===== config.mk =====
export PLATFORM = sky130hd
export DESIGN_NAME = utf8_to_codepoint_decoder_flat
export DESIGN_NICKNAME = d
export VERILOG_FILES = /design/src/hw/rtl/utcd_pkg.sv /design/src/hw/rtl/utcd_if.sv /design/src/hw/rtl/utcd_front.sv /design/src/hw/rtl/utcd_queue.sv /design/src/hw/rtl/utcd_back.sv /design/src/hw/rtl/utf8_to_codepoint_decoder.sv /design/src/flat_wrapper.sv
export SDC_FILE = /design/constraint.sdc
export NUM_CORES = 1
export LEC_CHECK = 0
export ABC_CLOCK_PERIOD_IN_PS = 5600
export BUFFER_PORTS_ARGS = -buffer_cell sky130_fd_sc_hd__buf_2
export CORE_MARGIN = 5
export CORE_UTILIZATION = 53
export CTS_CLUSTER_DIAMETER = 40
export DETAILED_ROUTE_END_ITERATION = 8
export GPL_TIMING_DRIVEN = 0
export PLACE_DENSITY = 0.77
export SKIP_LAST_GASP = 1
export SLEW_MARGIN = 20
export SYNTH_ARGS = -nofsm -noshare
export SYNTH_HDL_FRONTEND = slang
export SYNTH_SLANG_ARGS = --single-unit

===== constraint.sdc =====
create_clock -name clk -period 5.6 [get_ports clk]
set_clock_uncertainty 0.15 [all_clocks]
set_input_delay 0.28 -clock clk [delete_from_list [all_inputs] [get_ports clk]]
set_output_delay 0.28 -clock clk [all_outputs]
set_load 0.005 [all_outputs]

===== src/hw/rtl/utcd_pkg.sv =====
// shared types and constants for the utf-8 to code point decoder
`timescale 1ns / 1ps

package utcd_pkg;

    localparam int unsigned COUNT_WIDTH_DEFAULT = 32;
    localparam int unsigned QUEUE_DEPTH_DEFAULT = 2;

    localparam int unsigned BYTE_W = 8;
    localparam int unsigned CP_W   = 21;
    localparam int unsigned CAP_W  = 32;
    localparam int unsigned OUT_COUNT_W = 32;

    // lead byte thresholds
    localparam logic [BYTE_W-1:0] LEAD2_MIN = 8'b1100_0000;
    localparam logic [BYTE_W-1:0] LEAD3_MIN = 8'b1110_0000;
    localparam logic [BYTE_W-1:0] LEAD4_MIN = 8'b1111_0000;

    // payload masks
    localparam logic [BYTE_W-1:0] LEAD2_MASK = 8'h1F;
    localparam logic [BYTE_W-1:0] LEAD3_MASK = 8'h0F;
    localparam logic [BYTE_W-1:0] LEAD4_MASK = 8'h07;
    localparam logic [BYTE_W-1:0] CONT_MASK  = 8'h3F;

    typedef enum logic [1:0] {
        LEAD_SINGLE,
        LEAD_TWO,
        LEAD_THREE,
        LEAD_FOUR
    } lead_class_t;

    // one classified byte as it sits in the queue
    typedef struct packed {
        logic [BYTE_W-1:0] data_byte;
        logic              end_of_string;
        lead_class_t       lead_class;
    } utcd_item_t;

endpackage


===== src/hw/rtl/utcd_if.sv =====
// valid/ready channels for input bytes and decoded words
`timescale 1ns / 1ps

interface utcd_byte_if;
    logic                          valid;
    logic                          ready;
    logic [utcd_pkg::BYTE_W-1:0]   data_byte;
    logic                          end_of_string;

    modport source (output valid, output data_byte, output end_of_string, input ready);
    modport sink   (input valid, input data_byte, input end_of_string, output ready);
endinterface

interface utcd_cp_if;
    logic                              valid;
    logic                              ready;
    logic [utcd_pkg::CP_W-1:0]         code_point;
    logic                              code_point_valid;
    logic [utcd_pkg::OUT_COUNT_W-1:0]  decoded_count;
    logic                              string_done;
    logic                              overflow;
    logic                              truncated;

    modport source (output valid, output code_point, output code_point_valid,
                    output decoded_count, output string_done, output overflow,
                    output truncated, input ready);
    modport sink   (input valid, input code_point, input code_point_valid,
                    input decoded_count, input string_done, input overflow,
                    input truncated, output ready);
endinterface


===== src/hw/rtl/utcd_front.sv =====
// front end: accepts bytes and classifies them by lead byte length
`timescale 1ns / 1ps

module utcd_front
(
    utcd_byte_if.sink           byte_in,
    input  logic                queue_full,
    output logic                push,
    output utcd_pkg::utcd_item_t push_item
);

    utcd_pkg::lead_class_t lead_class;

    always_comb
    begin
        if (byte_in.data_byte < utcd_pkg::LEAD2_MIN)
        begin
            lead_class = utcd_pkg::LEAD_SINGLE;
        end
        else if (byte_in.data_byte < utcd_pkg::LEAD3_MIN)
        begin
            lead_class = utcd_pkg::LEAD_TWO;
        end
        else if (byte_in.data_byte < utcd_pkg::LEAD4_MIN)
        begin
            lead_class = utcd_pkg::LEAD_THREE;
        end
        else
        begin
            lead_class = utcd_pkg::LEAD_FOUR;
        end
    end

    assign byte_in.ready = !queue_full;
    assign push          = byte_in.valid && !queue_full;

    assign push_item.data_byte     = byte_in.data_byte;
    assign push_item.end_of_string = byte_in.end_of_string;
    assign push_item.lead_class    = lead_class;

endmodule


===== src/hw/rtl/utcd_queue.sv =====
// small register queue between front and back
`timescale 1ns / 1ps

module utcd_queue
#(
    parameter int unsigned DEPTH = utcd_pkg::QUEUE_DEPTH_DEFAULT
)
(
    input  logic                 clk,
    input  logic                 rst_n,
    input  logic                 push,
    input  utcd_pkg::utcd_item_t push_item,
    input  logic                 pop,
    output utcd_pkg::utcd_item_t pop_item,
    output logic                 full,
    output logic                 empty
);

    localparam int unsigned PTR_W = (DEPTH > 1) ? $clog2(DEPTH) : 1;
    localparam int unsigned CNT_W = $clog2(DEPTH + 1);

    utcd_pkg::utcd_item_t slot_reg [DEPTH];
    logic [PTR_W-1:0] wr_ptr_reg, wr_ptr_next;
    logic [PTR_W-1:0] rd_ptr_reg, rd_ptr_next;
    logic [CNT_W-1:0] fill_reg, fill_next;

    function automatic logic [PTR_W-1:0] ptr_inc(input logic [PTR_W-1:0] p);
        logic [PTR_W-1:0] r;
        if (p == PTR_W'(DEPTH - 1))
        begin
            r = '0;
        end
        else
        begin
            r = p + 1'b1;
        end
        return r;
    endfunction

    assign full     = (fill_reg == CNT_W'(DEPTH));
    assign empty    = (fill_reg == '0);
    assign pop_item = slot_reg[rd_ptr_reg];

    always_comb
    begin
        wr_ptr_next = push ? ptr_inc(wr_ptr_reg) : wr_ptr_reg;
        rd_ptr_next = pop ? ptr_inc(rd_ptr_reg) : rd_ptr_reg;
        fill_next   = fill_reg;
        if (push && !pop)
        begin
            fill_next = fill_reg + 1'b1;
        end
        else if (pop && !push)
        begin
            fill_next = fill_reg - 1'b1;
        end
    end

    always_ff @(posedge clk or negedge rst_n)
    begin
        if (!rst_n)
        begin
            wr_ptr_reg <= '0;
            rd_ptr_reg <= '0;
            fill_reg   <= '0;
        end
        else
        begin
            wr_ptr_reg <= wr_ptr_next;
            rd_ptr_reg <= rd_ptr_next;
            fill_reg   <= fill_next;
        end
    end

    always_ff @(posedge clk)
    begin
        if (push)
        begin
            slot_reg[wr_ptr_reg] <= push_item;
        end
    end

    a_no_push_full: assert property (@(posedge clk) disable iff (!rst_n)
        full |-> !push)
        else $error("queue written while full");

    a_no_pop_empty: assert property (@(posedge clk) disable iff (!rst_n)
        empty |-> !pop)
        else $error("queue read while empty");

    a_fill_bound: assert property (@(posedge clk) disable iff (!rst_n)
        fill_reg <= CNT_W'(DEPTH))
        else $error("queue fill beyond depth");

endmodule


===== src/hw/rtl/utcd_back.sv =====
// back end: assembles code points, counts them and drives the output register
`timescale 1ns / 1ps

module utcd_back
#(
    parameter int unsigned COUNT_WIDTH = utcd_pkg::COUNT_WIDTH_DEFAULT
)
(
    input  logic                        clk,
    input  logic                        rst_n,
    input  logic [utcd_pkg::CAP_W-1:0]  capacity,
    input  logic                        queue_empty,
    input  utcd_pkg::utcd_item_t        item,
    output logic                        pop,
    utcd_cp_if.source                   cp_out
);

    // count never needs more than the 32 bits of the result field
    localparam int unsigned CNT_W = (COUNT_WIDTH < 32) ? COUNT_WIDTH : 32;
    localparam int unsigned CP_W  = utcd_pkg::CP_W;

    logic [1:0]      rem_reg, rem_next;
    logic [CP_W-1:0] part_reg, part_next;
    logic [CNT_W-1:0] count_reg, count_next;
    logic            ovf_reg, ovf_next;

    logic                               out_valid_reg, out_valid_next;
    logic [CP_W-1:0]                    out_cp_reg, out_cp_next;
    logic                               out_cpv_reg, out_cpv_next;
    logic [utcd_pkg::OUT_COUNT_W-1:0]   out_count_reg, out_count_next;
    logic                               out_done_reg, out_done_next;
    logic                               out_ovf_reg, out_ovf_next;
    logic                               out_trunc_reg, out_trunc_next;

    logic            can_step;
    logic [1:0]      step_rem;
    logic [CP_W-1:0] step_part;
    logic [CP_W-1:0] step_cp;
    logic            complete;
    logic            stored;
    logic            saturated;
    logic [CNT_W-1:0] step_count;
    logic            step_ovf;
    logic            trunc;

    assign can_step = !out_valid_reg || cp_out.ready;
    assign pop      = !queue_empty && can_step;

    // one byte of decode work
    always_comb
    begin
        step_rem   = rem_reg;
        step_part  = part_reg;
        step_cp    = '0;
        complete   = 1'b0;
        stored     = 1'b0;
        step_count = count_reg;
        step_ovf   = ovf_reg;
        saturated  = (count_reg == '1);

        if (rem_reg != 2'd0)
        begin
            step_part = {part_reg[CP_W-7:0], item.data_byte[5:0]};
            step_rem  = rem_reg - 2'd1;
            if (rem_reg == 2'd1)
            begin
                complete = 1'b1;
                step_cp  = step_part;
            end
        end
        else
        begin
            unique case (item.lead_class)
                utcd_pkg::LEAD_SINGLE:
                begin
                    complete = 1'b1;
                    step_cp  = CP_W'(item.data_byte);
                end
                utcd_pkg::LEAD_TWO:
                begin
                    step_part = CP_W'(item.data_byte & utcd_pkg::LEAD2_MASK);
                    step_rem  = 2'd1;
                end
                utcd_pkg::LEAD_THREE:
                begin
                    step_part = CP_W'(item.data_byte & utcd_pkg::LEAD3_MASK);
                    step_rem  = 2'd2;
                end
                utcd_pkg::LEAD_FOUR:
                begin
                    step_part = CP_W'(item.data_byte & utcd_pkg::LEAD4_MASK);
                    step_rem  = 2'd3;
                end
                default:
                begin
                    step_rem = 2'd0;
                end
            endcase
        end

        if (complete)
        begin
            step_part = '0;
            if (capacity != '0)
            begin
                if ((32'(count_reg) < capacity) && !saturated)
                begin
                    stored = 1'b1;
                end
                else
                begin
                    step_ovf = 1'b1;
                end
            end
            if (!saturated)
            begin
                step_count = count_reg + 1'b1;
            end
        end

        trunc = item.end_of_string && (step_rem != 2'd0);
    end

    always_comb
    begin
        rem_next       = rem_reg;
        part_next      = part_reg;
        count_next     = count_reg;
        ovf_next       = ovf_reg;
        out_valid_next = out_valid_reg;
        out_cp_next    = out_cp_reg;
        out_cpv_next   = out_cpv_reg;
        out_count_next = out_count_reg;
        out_done_next  = out_done_reg;
        out_ovf_next   = out_ovf_reg;
        out_trunc_next = out_trunc_reg;

        if (pop)
        begin
            out_valid_next = stored || item.end_of_string;
            out_cp_next    = stored ? step_cp : '0;
            out_cpv_next   = stored;
            out_count_next = utcd_pkg::OUT_COUNT_W'(step_count);
            out_done_next  = item.end_of_string;
            out_ovf_next   = step_ovf;
            out_trunc_next = trunc;
            if (item.end_of_string)
            begin
                rem_next   = '0;
                part_next  = '0;
                count_next = '0;
                ovf_next   = 1'b0;
            end
            else
            begin
                rem_next   = step_rem;
                part_next  = step_part;
                count_next = step_count;
                ovf_next   = step_ovf;
            end
        end
        else if (cp_out.ready)
        begin
            out_valid_next = 1'b0;
        end
    end

    always_ff @(posedge clk or negedge rst_n)
    begin
        if (!rst_n)
        begin
            rem_reg       <= '0;
            part_reg      <= '0;
            count_reg     <= '0;
            ovf_reg       <= 1'b0;
            out_valid_reg <= 1'b0;
        end
        else
        begin
            rem_reg       <= rem_next;
            part_reg      <= part_next;
            count_reg     <= count_next;
            ovf_reg       <= ovf_next;
            out_valid_reg <= out_valid_next;
        end
    end

    always_ff @(posedge clk)
    begin
        out_cp_reg    <= out_cp_next;
        out_cpv_reg   <= out_cpv_next;
        out_count_reg <= out_count_next;
        out_done_reg  <= out_done_next;
        out_ovf_reg   <= out_ovf_next;
        out_trunc_reg <= out_trunc_next;
    end

    assign cp_out.valid            = out_valid_reg;
    assign cp_out.code_point       = out_cp_reg;
    assign cp_out.code_point_valid = out_cpv_reg;
    assign cp_out.decoded_count    = out_count_reg;
    assign cp_out.string_done      = out_done_reg;
    assign cp_out.overflow         = out_ovf_reg;
    assign cp_out.truncated        = out_trunc_reg;

    a_trunc_at_end: assert property (@(posedge clk) disable iff (!rst_n)
        (out_valid_reg && out_trunc_reg) |-> out_done_reg)
        else $error("truncated flag without end of string");

    a_stored_no_ovf: assert property (@(posedge clk) disable iff (!rst_n)
        (out_valid_reg && out_cpv_reg) |-> !out_ovf_reg)
        else $error("code point stored after overflow");

    a_end_clears: assert property (@(posedge clk) disable iff (!rst_n)
        (pop && item.end_of_string) |=> (rem_reg == 2'd0 && count_reg == '0 && !ovf_reg))
        else $error("string state not cleared at end");

endmodule


===== src/hw/rtl/utf8_to_codepoint_decoder.sv =====
// top level of the utf-8 to code point decoder
`timescale 1ns / 1ps

// usage:
//   utf8_bytes carries one utf-8 byte per word with end_of_string on the last
//   byte of each string; code_points carries decoded words back out.
//   a word appears for every completed code point that fits in capacity,
//   and always one for the last byte of a string, with string_done set,
//   the final count, the sticky overflow flag and the truncated flag.
//   cfg_we/cfg_wdata write capacity; zero means count only, so only the end
//   word comes out. write it only while no string is in flight.
// timing:
//   one byte per cycle sustained while code_points.ready is high; a byte's
//   word goes through a queue slot and then the output register, and leaves
//   when code_points.ready is high (front classifies straight into the queue,
//   back decodes out of it into the output register).
//   the back end does all of a byte's work as it pops it, which sets the rate.
// reset:
//   clears the queue, decode state, count and capacity; output goes idle.
// stalls:
//   while code_points.ready is low the output word holds, the back end stops
//   and the queue fills; utf8_bytes.ready drops only when the queue is full.

module utf8_to_codepoint_decoder
#(
    parameter int unsigned COUNT_WIDTH = utcd_pkg::COUNT_WIDTH_DEFAULT,
    parameter int unsigned QUEUE_DEPTH = utcd_pkg::QUEUE_DEPTH_DEFAULT
)
(
    input  logic                        clk,
    input  logic                        rst_n,
    input  logic                        cfg_we,
    input  logic [utcd_pkg::CAP_W-1:0]  cfg_wdata,
    utcd_byte_if.sink                   utf8_bytes,
    utcd_cp_if.source                   code_points
);

    // capacity register, read live by the back end
    logic [utcd_pkg::CAP_W-1:0] capacity_reg, capacity_next;

    // front to queue
    logic                 push;
    utcd_pkg::utcd_item_t push_item;

    // queue to back
    logic                 pop;
    utcd_pkg::utcd_item_t pop_item;
    logic                 queue_full;
    logic                 queue_empty;

    always_comb
    begin
        capacity_next = cfg_we ? cfg_wdata : capacity_reg;
    end

    always_ff @(posedge clk or negedge rst_n)
    begin
        if (!rst_n)
        begin
            capacity_reg <= '0;
        end
        else
        begin
            capacity_reg <= capacity_next;
        end
    end

    // classify incoming bytes
    utcd_front u_front
    (
        .byte_in    (utf8_bytes),
        .queue_full (queue_full),
        .push       (push),
        .push_item  (push_item)
    );

    // decouples the input handshake from output stalls
    utcd_queue
    #(
        .DEPTH (QUEUE_DEPTH)
    )
    u_queue
    (
        .clk       (clk),
        .rst_n     (rst_n),
        .push      (push),
        .push_item (push_item),
        .pop       (pop),
        .pop_item  (pop_item),
        .full      (queue_full),
        .empty     (queue_empty)
    );

    // sequence assembly, counting and the output register
    utcd_back
    #(
        .COUNT_WIDTH (COUNT_WIDTH)
    )
    u_back
    (
        .clk         (clk),
        .rst_n       (rst_n),
        .capacity    (capacity_reg),
        .queue_empty (queue_empty),
        .item        (pop_item),
        .pop         (pop),
        .cp_out      (code_points)
    );

endmodule

===== src/flat_wrapper.sv =====
// flat-port wrapper written by rule: the top's interface ports become plain ports
module utf8_to_codepoint_decoder_flat 
#(
    parameter int unsigned COUNT_WIDTH = utcd_pkg::COUNT_WIDTH_DEFAULT,
    parameter int unsigned QUEUE_DEPTH = utcd_pkg::QUEUE_DEPTH_DEFAULT
)
  (clk, rst_n, cfg_we, cfg_wdata, utf8_bytes_valid, utf8_bytes_data_byte, utf8_bytes_end_of_string, utf8_bytes_ready, code_points_valid, code_points_code_point, code_points_code_point_valid, code_points_decoded_count, code_points_string_done, code_points_overflow, code_points_truncated, code_points_ready);
  utcd_byte_if utf8_bytes_i ();
  utcd_cp_if code_points_i ();
  input  logic clk;
  input  logic rst_n;
  input  logic cfg_we;
  input  logic [utcd_pkg::CAP_W-1:0] cfg_wdata;
  input wire logic [$bits(utf8_bytes_i.valid)-1:0] utf8_bytes_valid;
  input wire logic [$bits(utf8_bytes_i.data_byte)-1:0] utf8_bytes_data_byte;
  input wire logic [$bits(utf8_bytes_i.end_of_string)-1:0] utf8_bytes_end_of_string;
  output wire logic [$bits(utf8_bytes_i.ready)-1:0] utf8_bytes_ready;
  output wire logic [$bits(code_points_i.valid)-1:0] code_points_valid;
  output wire logic [$bits(code_points_i.code_point)-1:0] code_points_code_point;
  output wire logic [$bits(code_points_i.code_point_valid)-1:0] code_points_code_point_valid;
  output wire logic [$bits(code_points_i.decoded_count)-1:0] code_points_decoded_count;
  output wire logic [$bits(code_points_i.string_done)-1:0] code_points_string_done;
  output wire logic [$bits(code_points_i.overflow)-1:0] code_points_overflow;
  output wire logic [$bits(code_points_i.truncated)-1:0] code_points_truncated;
  input wire logic [$bits(code_points_i.ready)-1:0] code_points_ready;
  assign utf8_bytes_i.valid = utf8_bytes_valid;
  assign utf8_bytes_i.data_byte = utf8_bytes_data_byte;
  assign utf8_bytes_i.end_of_string = utf8_bytes_end_of_string;
  assign utf8_bytes_ready = utf8_bytes_i.ready;
  assign code_points_valid = code_points_i.valid;
  assign code_points_code_point = code_points_i.code_point;
  assign code_points_code_point_valid = code_points_i.code_point_valid;
  assign code_points_decoded_count = code_points_i.decoded_count;
  assign code_points_string_done = code_points_i.string_done;
  assign code_points_overflow = code_points_i.overflow;
  assign code_points_truncated = code_points_i.truncated;
  assign code_points_i.ready = code_points_ready;
  utf8_to_codepoint_decoder #(.COUNT_WIDTH(COUNT_WIDTH), .QUEUE_DEPTH(QUEUE_DEPTH)) u_core (.clk(clk), .rst_n(rst_n), .cfg_we(cfg_we), .cfg_wdata(cfg_wdata), .utf8_bytes(utf8_bytes_i), .code_points(code_points_i));
endmodule

; Word level (Yosys, flattened, before mapping)
; Memory sizes are Yosys's and may differ from the RTL's.
; Index checks and enable logic that the tools add are counted.
[totals]
input_bits = 46
elab_cells = 89
n_memories = 1
ramBits = 22
reg_bits = 144
out_inout_bits = 59
[classes]
n_reduce_logical = 23
n_lt_le_gt_ge = 4
addsub = 6
eq_ne = 6
mux = 34
[memory_table]
columns = name, words, word_bits, rd, rd_ports_with_merged_regs, write_ports, line_no
row1 = u_core.u_queue.slot_reg, 2, 11, 1, 0, 1, utcd_queue.sv:22  ; utcd_pkg::utcd_item_t slot_reg [DEPTH];
[ops]
columns = cell, count
row1 = 32-bit two-way mux, 3
row2 = 15-bit two-way mux, 3
row3 = 15-bit one-hot mux with 3 select lines, 1
row4 = 21-bit two-way mux, 2
row5 = 32-bit by 1-bit adder with 32-bit output (second input constant), 1
row6 = 32-bit equality test (second input constant), 1
row7 = 32-bit less-than comparator, 1
row8 = 32-bit nonzero test, 1
row9 = 8-bit less-than comparator (second input constant), 3
row10 = 1-bit two-way mux, 17
row11 = 2-bit two-way mux, 6
row12 = 8-bit two-way mux, 1
row13 = 2-bit nonzero test, 4
row14 = 2-bit equality test (second input constant), 3
row15 = 1-bit logical AND, 6
row16 = 1-bit zero test, 6
row17 = 2-bit one-hot mux with 3 select lines, 1
row18 = 6-bit nonzero test, 1
row19 = 2-bit by 1-bit equality test with 1-bit output (second input constant), 2
row20 = 2-bit zero test, 2
row21 = 2-bit by 1-bit subtractor with 2-bit output (second input constant), 2
row22 = 1-bit adder (second input constant), 2
row23 = 2-bit by 1-bit adder with 2-bit output (second input constant), 1
row24 = 1-bit logical OR, 2
row25 = 2-bit AND reduction, 1

; Depth between registers and ports, before layout
[logic_depth]
depth_word = 8
depth_mapped = 10
depth_no_buf = 9

; Modules after synthesis
; From an unflattened synthesis, not the netlist that was laid out.
[hier_totals]
cells_unflattened = 695
area_unflattened_um2 = 8219.1
[modules_own_cells]
columns = module, area_each_um2, cells_per_inst, seq_area_each_um2, instances
row1 = utcd_back, 5761.8, 562, 2987.9, 1
row2 = utf8_to_codepoint_decoder, 1345.0, 68, 800.8, 1
row3 = utcd_queue, 1016.0, 50, 760.7, 1
row4 = utcd_front, 96.3, 15, 0.0, 1

; Worst setup path after synthesis
; No wires, ideal clock.
[synth_timing]
path_kind = reg-to-reg
start = register u_core.u_back.out_valid_reg, in the netlist u_core.u_back.cp_out.valid
end = register u_core.u_back.count_reg[20]
path_buffers = 1
arrival_time_ns = 2.959
period_less_slack_ns = 3.241
setup_ns = 0.133
slack_ns = 2.359
path_stages_with_launch = 8
t_required_ns = 5.317
cell_sequence = dfrtp_1 nand2b_1 o21ai_1 clkinv_1 clkbuf_1 o21ai_0 nand2_1 o31ai_1
[synth_via]
elab_chain_cells = 3
[synth_lines]
columns = element, line_no
row1 = "start, declared", utcd_back.sv:27  ; logic out_valid_reg, out_valid_next;
row2 = "start signal, assigned", utcd_back.sv:184  ; out_valid_reg <= out_valid_next;
row3 = 1-bit zero test, utcd_back.sv:46  ; assign can_step = !out_valid_reg || cp_out.ready;
row4 = 1-bit logical OR, utcd_back.sv:46
row5 = 1-bit logical AND, utcd_back.sv:47  ; assign pop = !queue_empty && can_step;
row6 = named net u_core.pop, utf8_to_codepoint_decoder.sv:46  ; logic pop;
row7 = "end signal, assigned", utcd_back.sv:182  ; count_reg <= count_next;
row8 = "end, declared", utcd_back.sv:24  ; logic [CNT_W-1:0] count_reg, count_next;
; The timed path passes the listed nets, and every way through them passes these cells.
; A chain may end at the register's enable or synchronous reset.

; Final worst setup path
[layout_timing]
start = register u_core.u_queue.rd_ptr_reg
end = register u_core.u_back.out_count_reg (netlist bit u_core.u_back.cp_out.decoded_count[17]) (data pin)
[layout_via]
elab_chain_cells = 5
[layout_lines]
columns = element, line_no
row1 = "start, declared", utcd_queue.sv:24  ; logic [PTR_W-1:0] rd_ptr_reg, rd_ptr_next;
row2 = "start signal, assigned", utcd_queue.sv:70  ; rd_ptr_reg <= rd_ptr_next;
row3 = memory 2 x 11 bit, -
row4 = 2-bit zero test, utcd_back.sv:73  ; unique case (item.lead_class)
row5 = 1-bit two-way mux, utcd_back.sv:73
row6 = 1-bit two-way mux, utcd_back.sv:61  ; if (rem_reg != 2'd0)
row7 = 32-bit two-way mux, utcd_back.sv:101  ; if (complete)
row8 = named net u_core.u_back.step_count[17], utcd_back.sv:42  ; logic [CNT_W-1:0] step_count;
row9 = "end signal, assigned", utcd_back.sv:192  ; out_count_reg <= out_count_next;
row10 = "end, declared", utcd_back.sv:30  ; logic [utcd_pkg::OUT_COUNT_W-1:0] out_count_reg, out_count_next;
; The timed path passes the listed nets, and every way through them passes these cells.

==> flow_summary_export.csv <==
group,metric,value,unit
grt,grt_max_degree,57,
clock_tree,clock_sinks,166,
yosys,synthCells,730,
placed_design,dp_hpwl,13100,um
yosys,yosys.area.top_type,"edfxtp_1",
clock_tree,cts_tree,"yes",
timing,slew_violations,0,
die,pin_count,105,
power,p_seq_share,42.9,%
worst_setup_path,critical-path-max-stage-delay,0.64,ns
timing,tns,0,ns
grt,grt_util_met2,36.6,%
timing,whs,0.0173,ns
power,switching_power,1.43,mW
yosys,synth_edf_count,79,
grt,gr-max-usage-layer,"met2",
worst_setup_path,end_kind,"flip-flop",
clock_tree,ctsResizeCount,0,
run_status,outcome,"completed",
yosys,synth_seq_cells,166,
power,netSwitchingFraction,35.3,%
layout,num-fill-cells,1090,
yosys,synth_area_leaders,"edfxtp_1 30%, dfrtp_1 27%, ha_1 5.7%, nand2_1 5.0%, o21ai_0 4.7%",
clock_tree,cts-root-buf,"clkbuf_16",
worst_setup_path,crit_required,5.61,ns
worst_setup_path,cpMostUsedCell,"nand2_1",
worst_setup_path,critPathSlowestCell,"nor4_1",
yosys,syn_nets,812,
die,die_x,132,um
die,rows,44,
grt,use_met1,30.6,%
yosys,yosysWarnings,0,
worst_setup_path,criticalPathCategory,"flip-flop to flip-flop",
yosys,synth.distinct_cells,51,
power,powerDensity,417,nW/um2
placed_design,portBuffers,103,
worst_setup_path,arrival,3.85,ns
route,wl_per_cell,17.9,um
grt,overflow,0,
route,num_vias,6209,
yosys,syn_avg_cell_area,10.9,um2
clock_tree,post_cts_buffers,0,
clock_tree,cts_buffers,17,
timing,hold_viol,0,
clock_tree,cts.clk_slew.worst_paths,0.07,ns
yosys,synth_async_sr_flop_share,52.4,%
clock_tree,ctsHoldBuffers,42,
route,drt-total-wl,19600,um
timing,setup_violations,0,
worst_setup_path,crit_chain,"buf_1 > mux2i_1 > ha_1 > o21bai_4 > nor4_1 > nand2_1 > nor2_1 > nand2_1 > xnor2_1",
worst_setup_path,rrSetupSlack,1.76,ns
layout,stdcell_count,1093,
grt,use_met3,4.96,%
grt,grtUsageTotal,22.8,%
die,fp.dieH,132,um
placed_design,dp_cells,1019,
timing,fmax,260,MHz
grt,grt_pass1_vias,6248,
placed_design,place_congestion,0.849,
die,core,14600,um2
die,dieArea,17500,um2
layout,area_growth,22.8,%
route,avgViaCountPerCell,5.68,
worst_setup_path,start_kind,"flip-flop",
yosys,synth_top_area_share,29.9,%
layout,antenna_cells,0,
power,ir_worst_vdd,0.323,mV
clock_tree,clock_path_buffers,2,
timing,worstMarginPinSlew,0.936,ns
route,drtIter0Drc,554,
die,initial_core_util,54.4,%
timing,fin_crit_sh,68.6,%
clock_tree,insertion_delay,0.44,ns
yosys,synth_area,7930,um2
yosys,ys_seq_area_share,57.3,%
clock_tree,cts_max_level,4,
route,drc,0,
power,clockPowerShare,28.0,%
route,dr.pass1.iters,5,
power,internal-power,2.63,mW
power,leakagePower,4.29,nW
worst_setup_path,worst-path-max-fanout,10,
route,ant_nets,0,
timing,relSlewSlack,37.4,%
yosys,synth_ff_type,"dfrtp_1",
hold_path,hp-class,"primary input to flip-flop",
layout,drive_above_1_share,17.5,%
grt,antenna_found_initial,0,
job,maxCapViolations,0,
power,combPwrFrac,29.1,%
timing,rsz0062_at_grt,"no",
grt,grt_pass1_wl,31800,um
timing,fin_crit,3.84,ns
layout,layout.nets,978,
final timing paths:
check                      cells past startpoint                                      to                       start
max                                            9  u_core.u_back.cp_out.decoded_count[17]   u_core.u_queue.rd_ptr_reg
min in group asynchronous                      2                 u_core.capacity_reg[21]                       rst_n
min reg2reg                                    2              u_core.u_back.part_reg[14]  u_core.u_back.part_reg[14]
max reg2reg                                    9  u_core.u_back.cp_out.decoded_count[17]   u_core.u_queue.rd_ptr_reg
max in group asynchronous                      3             u_core.u_back.count_reg[20]                       rst_n
min                                            3               u_core.u_queue.wr_ptr_reg            utf8_bytes_valid
routing by layer:
metal  up-vias  share of wire (%)
met2       228                 48
li1       2962                  -
met3        35                5.8
met4         0                2.4
met5         -                  0
met1      2984                 43
cells in the mapped netlist, drive strengths merged (4+ instances only):
cell	count
nand2	105
dfrtp	87
o21ai	81
edfxtp	79
inv	41
ha	36
nor2	32
clkbuf	27
nand3	27
xnor2	26
a21oi	24
o31ai	24
nand4	18
and2	17
nor4	13
mux2i	11
xor2	10
a31oi	9
and3	7
buf	7
nor3	7
a21o	5
mux2	4
or3	4
worst max-delay path: cells and delay by family, from the launching register on:
kind	cells	cell delay, ns
adders and majority gates	1	0.36
and+or+nand+nor	4	1.36
DFF	1	0.40
AOI/OAI and AO/OA	1	0.16
muxes	1	0.41
buffers and inverters	1	0.53
xor gates and xnor gates	1	0.19
kinds of logic after synthesis:
logic type | synth area share, %
AOI/OAI and AO/OA | 12.3
adders and majority gates | 5.68
muxes | 1.96
DFF | 57.3
xor gates and xnor gates | 3.97
and+or+nand+nor | 14.8
buffers and inverters | 3.93
cell type report:
cell class | instances | area, um2 | share of cell area [%]
buffer | 34 | 154 | 1.58
multi-input combinational | 487 | 3070 | 31.5
tap | 184 | 230 | 2.36
timing repair buffer | 147 | 993 | 10.2
clock inverter | 15 | 154 | 1.58
inverter | 43 | 161 | 1.66
sequential | 166 | 4550 | 46.7
clock buffer | 17 | 425 | 4.37
stage by stage:
stage                     total power [mW]  util, %  setup WS (ns)  cell area, um2
after floorplan                       2.41        -           2.36            7930
after global placement                2.87     59.5           1.10            8680
after detailed placement              2.91     59.9           1.87            8740
after CTS                             4.08     66.8           1.82            9740
after global routing                  4.27     66.8           1.53            9740
final                                 4.06     66.8           1.76            9740
layout by cell type, fill, tap and decap left out, types with 3 or more instances in the layout:
cell type / instances
dlygate4sd3_1: 42
mux2_2: 4
and2_1: 15
nand2_1: 105
ha_1: 36
a31oi_1: 9
and4_1: 3
buf_4: 4
inv_6: 4
buf_2: 104
clkbuf_16: 17
nor2_1: 31
and3_1: 7
xor2_1: 10
mux2i_1: 11
o2111ai_1: 3
xnor2_1: 26
clkbuf_1: 25
or3_1: 4
o31ai_1: 24
a21oi_1: 24
nor3_1: 6
nand2b_1: 3
inv_8: 6
clkinv_1: 3
dfrtp_1: 87
a32o_1: 3
nand3_1: 26
nor4_1: 11
o21ai_1: 7
nand4_1: 17
inv_1: 41
o21ai_0: 74
a21o_1: 5
edfxtp_1: 79
power by group through the flow:
stage	registers [mW]	logic, mW	clock network [mW]
finish	1.74	1.18	1.14
global route	1.77	1.30	1.21
floorplan	1.78	0.628	0
CTS	1.74	1.18	1.16
detailed placement	1.76	1.15	0
global placement	1.78	1.09	0
(Power assumes the default switching activity.)
